### config.mk
export PLATFORM = sky130hd
export DESIGN_NAME = aiex_rf_bank
export DESIGN_NICKNAME = d
export VERILOG_FILES = /design/src/aiex_pkg.sv /design/src/aiex_rf_bank.sv
export SDC_FILE = /design/constraint.sdc
export NUM_CORES = 2
export LEC_CHECK = 0
export ABC_AREA = 1
export BUFFER_PORTS_ARGS = -buffer_cell sky130_fd_sc_hd__buf_2
export CAP_MARGIN = 20
export CORE_MARGIN = 2
export CORE_UTILIZATION = 35
export CTS_BUF_LIST = sky130_fd_sc_hd__clkbuf_8
export DETAILED_ROUTE_END_ITERATION = 16
export GPL_TIMING_DRIVEN = 0
export PLACE_DENSITY = 0.54
export SKIP_LAST_GASP = 1
export SLEW_MARGIN = 20
export SYNTH_ARGS = -nofsm -noshare
export SYNTH_HDL_FRONTEND = slang
export SYNTH_SLANG_ARGS = --single-unit
### constraint.sdc
create_clock -name clk -period 7.8 [get_ports clk]
set_input_delay 0.39 -clock clk [delete_from_list [all_inputs] [get_ports clk]]
set_output_delay 0.39 -clock clk [all_outputs]
set_load 0.01 [all_outputs]
### src/aiex_pkg.sv
// Shared types, codes and constants for the integer execute unit.
package aiex_pkg;

  localparam int REG_ADDR_W = 5;
  localparam int DATA_W     = 64;
  localparam int HALF_SHIFT = 16;

  // opcode classes
  localparam logic [2:0] OP_IMM_ARITH = 3'd0;
  localparam logic [2:0] OP_WIDE_MOVE = 3'd1;
  localparam logic [2:0] OP_REG_ARITH = 3'd2;
  localparam logic [2:0] OP_REG_LOGIC = 3'd3;
  localparam logic [2:0] OP_MULTIPLY  = 3'd4;

  // wide move variants
  localparam logic [1:0] MOV_N = 2'd0;
  localparam logic [1:0] MOV_Z = 2'd2;
  localparam logic [1:0] MOV_K = 2'd3;

  // logic variants
  localparam logic [1:0] LOG_ORR  = 2'd1;
  localparam logic [1:0] LOG_EOR  = 2'd2;
  localparam logic [1:0] LOG_ANDS = 2'd3;

  // shift kinds
  localparam logic [1:0] SH_LSL = 2'd0;
  localparam logic [1:0] SH_LSR = 2'd1;
  localparam logic [1:0] SH_ASR = 2'd2;
  localparam logic [1:0] SH_ROR = 2'd3;

  // error codes
  localparam logic [1:0] ERR_NONE     = 2'd0;
  localparam logic [1:0] ERR_ROTATE   = 2'd1;
  localparam logic [1:0] ERR_UNDEF    = 2'd2;
  localparam logic [1:0] ERR_WIDE_POS = 2'd3;

  typedef struct packed {
    logic [2:0]            opcode;
    logic                  wide_64;
    logic [1:0]            op_variant;
    logic [REG_ADDR_W-1:0] dest_reg;
    logic [REG_ADDR_W-1:0] first_reg;
    logic [REG_ADDR_W-1:0] second_reg;
    logic [REG_ADDR_W-1:0] third_reg;
    logic [1:0]            shift_kind;
    logic [5:0]            shift_amount;
    logic                  invert;
    logic [15:0]           immediate;
    logic [1:0]            imm_position;
  } item_t;

  typedef struct packed {
    logic              wr;
    logic [DATA_W-1:0] value;
    logic [3:0]        flags;
    logic [1:0]        err;
    logic              halt;
  } alu_result_t;

endpackage

### src/aiex_rf_bank.sv
// One copy of the register file: one write port, one registered read port.
module aiex_rf_bank #(
  parameter int NUM_REGS = 31
) (
  input  logic                                clk,
  input  logic                                rst,
  input  logic                                we,
  input  logic [aiex_pkg::REG_ADDR_W-1:0]     waddr,
  input  logic [aiex_pkg::DATA_W-1:0]         wdata,
  input  logic                                re,
  input  logic [aiex_pkg::REG_ADDR_W-1:0]     raddr,
  output logic [aiex_pkg::DATA_W-1:0]         rdata
);

  localparam int IDX_W = (NUM_REGS > 1) ? $clog2(NUM_REGS) : 1;

  logic [aiex_pkg::DATA_W-1:0] mem [NUM_REGS];
  logic [NUM_REGS-1:0]         valid;
  logic [aiex_pkg::DATA_W-1:0] rd_raw;
  logic                        rd_ok;
  logic                        w_in_range;
  logic                        r_in_range;
  logic [IDX_W-1:0]            widx;
  logic [IDX_W-1:0]            ridx;

  assign w_in_range = (waddr < aiex_pkg::REG_ADDR_W'(NUM_REGS));
  assign r_in_range = (raddr < aiex_pkg::REG_ADDR_W'(NUM_REGS));
  assign widx       = w_in_range ? waddr[IDX_W-1:0] : '0;
  assign ridx       = r_in_range ? raddr[IDX_W-1:0] : '0;

  always_ff @(posedge clk) begin
    if (we && w_in_range) begin
      mem[widx] <= wdata;
    end
    if (re) begin
      rd_raw <= mem[ridx];
    end
  end

  // entries never written since reset read as zero
  always_ff @(posedge clk) begin
    if (rst) begin
      valid <= '0;
      rd_ok <= 1'b0;
    end else begin
      if (we && w_in_range) begin
        valid[widx] <= 1'b1;
      end
      if (re) begin
        rd_ok <= r_in_range && valid[ridx];
      end
    end
  end

  assign rdata = rd_ok ? rd_raw : '0;

endmodule

==> impl_results.md <==
- HP Class: primary input to flop
- WS Path Type: flop to output pin
- Area delta synth->final: 16.9%
- Fin cells: about 11000
- Worst vdd ir: roughly 0.14 mV
- Site Rows: 180
- Synth top area share: 0.729
- Initial antenna violation count: 27
- CP required: around 7.4 ns
- CP delay by family, top: buffers and inverters
- Fin. Hold Viols: 0
- Post-synthesis adder-cell area fraction: 0
- Final setup vio count: 0
- Yosys top cell by area: edfxtp_1
- Total Wirelength: between 200 and 300 mm
- Synth warnings: 0
- XOR/XNOR Fraction of Synth Area: 0
- Clock buffer count from CTS: about 370
- Worst-skew pair later-pin latency: between 1 and 1.5 ns
- Pwr dens: ~240 nW/um^2
- Clk sinks: 2080
- Seq pwr share: 0.529
- Area of the multi-input gates: ~18000 sq um
- Global Route Usage Sum: 0.206
- Post-synthesis compound-gate area fraction: 0.121
- Drt initial violations: about 5300
- Effective utilization at floorplan: 0.351
- Critical Path AT: around 3 ns
- Status: complete, no violations
- Crit-path max FO: 10
- Sequential area share after synthesis: 0.737
- Max cap viols: 0
- Share of synthesized cell area in and, or, nand and nor gates: 0.0882
- Vias in the first global route: around 54000
- Overflow after GRT: 0
- CP Capture Type: output pin
- Die X: 495 microns
- Pint: approximately 18 mW
- CTS tree: yes
- Clk slew on worst S/H paths: ~0.070 ns
- Setup Skew: roughly 0.058 ns
- Startpoint types: flop
- Synth top area cells: edfxtp_1 (73%), o211ai_1 (6.3%), nand2_1 (5.0%)
- RSZ-0062 raised after global routing: no
- Total leakage power: 35.2 nW
- Total chip power: ~24 mW
- Flops & latches, synth: 2080
- Post-Synthesis Cell Area: about 84000 sq um
- DR vias/cell: a little over 5
- Sequential cell area: 62100 sq um
- Proportion of layout cells with a drive suffix above 1: 0.156
- Layout Nets: between 7000 and 8000
- Final core utilization: 0.410
- Max Slew Vio Count: 0
- Post-synth cell types: 24
- Postcts setup bufs: 0
- Syn Area/Cell: about 13 sq um
- Mapped Cells: 6579
- Top Ports: approximately 140
- # hold bufs at CTS: 71
- Largest family of logic cells by synthesized area: compound AO/OA/AOI/OAI gates
- RD Place Congestion: 0.829
- Die ar.: between 200000 and 250000 sq um
- Worst Tran Pin Value: 1.02 ns
- Tcrit/Tclk final: 0.436
- Critical path's slowest cell: clkbuf_1
- Number of gates resized after cts: 0
- Net Sw Frac: 0.244
- Comb power frac: 0.075
- Synthesized Nets: ~6700
- Min Tclk post-route: 3.40 ns
- H-tree levels: 5
- TritonRoute pass-1 iters: 7
- Max Root-Sink Buffers: 4
- Largest net degree at the start of global routing: 41
- Die Height: 495 microns
- Routed vias: 54265
- Number of I/O port buffers: roughly 140
- CP peak stage delay: ~0.56 ns
- Hpwl dp: around 180 mm
- Core area: between 200000 and 250000 sq um
- Post-Place Cells: around 10000
- First-pass GRT wire length: about 370 mm
- Mux contribution to synthesized area: 0
- Remaining DRCs: 0
- Highest clock rate: about 290 MHz
- Fillcell total: ~23000
- Sw power: between 5 and 6 mW
- Relative slew slack: 0.323
- CP bufs+invs: 4
- Routed WL per cell: 23.9 microns
- Antenna-violating nets left: 0
- Clock Power Share: 0.396
- Critical Path, Cell by Cell: clkbuf_4 -> clkbuf_1 -> nand2_1 -> inv_1 -> buf_2
- Clk root buf: clkbuf_8
==> worst register-to-register path: cells and delay by family (launching register included) <==
family,cells,cell delay [ns]
flops,1,0.35
simple gates,7,0.91
compound gates,2,0.20
==> layout by cell type (no fill, tap or decap), drive strengths merged <==
| master | instances |
|---|---|
| inv | 702 |
| nor3 | 6 |
| o22ai | 63 |
| bufinv | 15 |
| dfxtp | 32 |
| buf | 504 |
| a21oi | 132 |
| nand3 | 165 |
| clkinvlp | 3 |
| o21ai | 767 |
| edfxtp | 2048 |
| o211ai | 704 |
| dlygate4sd3 | 71 |
| clkbuf | 544 |
| diode | 11 |
| clkinv | 131 |
| or2 | 191 |
| nand2 | 1134 |
| nor2 | 293 |
| o31ai | 1 |
==> flip-flops by register name (all words and copies together) (netlist names) <==
register  count
rd_raw       64
mem        1984
valid        31
rd_ok         1
==> routing by layer <==
layer  wire length [microns]  vias to the layer above  global-route usage
met5                       7                        -                   0
met4                    8770                        2              0.0739
met3                   20000                      475              0.0423
met2                  120000                     2076               0.333
met1                  108000                    26643               0.273
li1                        -                    25069                   -
==> through the flow <==
step                      cell area (sq um)  setup slack [ns]  hold WS, ns  setup TNS, ns
after floorplan                       84300              3.29        0.441              0
after global placement                89000            -0.189        0.449         -17.01
after detailed placement              91200              3.68        0.459              0
after CTS                             98500              4.25       0.0342              0
after global routing                  98500              4.21        0.133              0
final                                 98600              4.40        0.134              0
==> cells by family (layout without fill, tap and decap cells) <==
family / after synthesis / count (layout)
other cells: 0 / 11
simple gates: 1789 / 1789
buf+inv: 1043 / 1970
flops: 2080 / 2080
compound gates: 1667 / 1667
==> power groups by stage <==
stage	Sequential [mW]	Combinational (mW)	Clock [mW]
after global routing	12.5	1.94	10.0
after global placement	12.7	1.69	0
after CTS	12.5	1.78	9.53
final	12.5	1.78	9.36
after floorplan	12.7	0.880	0
after detailed placement	12.7	1.75	0
==> cells in the mapped netlist (all sizes together) <==
| cell | instances |
|---|---|
| a21oi | 132 |
| buf | 272 |
| clkbuf | 167 |
| dfxtp | 32 |
| edfxtp | 2048 |
| inv | 604 |
| nand2 | 1134 |
| nand3 | 165 |
| nor2 | 293 |
| nor3 | 6 |
| o211ai | 704 |
| o21ai | 767 |
| o22ai | 63 |
| o31ai | 1 |
| or2 | 191 |
==> path summary, 6_finish.rpt <==
kind | from | endpoint | slack [ns] | cells after the start
setup reg to reg | mem[24][27] | rd_raw[27] | 6.05 | 9
hold / removal | we | mem[8][1] | 0.13 | 5
setup / recovery | rd_ok | rdata[32] | 4.40 | 5
hold reg to reg | valid[9] | valid[9] | 0.47 | 2
==> cell type report <==
class / instances / area share
clock inverters: 247 / 0.0141
inverters: 604 / 0.0232
well taps: 3185 / 0.0404
clock buffers: 377 / 0.0526
multi-input cells: 3456 / 0.181
flip-flops and latches: 2080 / 0.631
repair buffers: 303 / 0.0347
diodes: 11 / 0.000279
plain buffers: 439 / 0.0232
No activity file was read; power rests on OpenSTA's default activity.
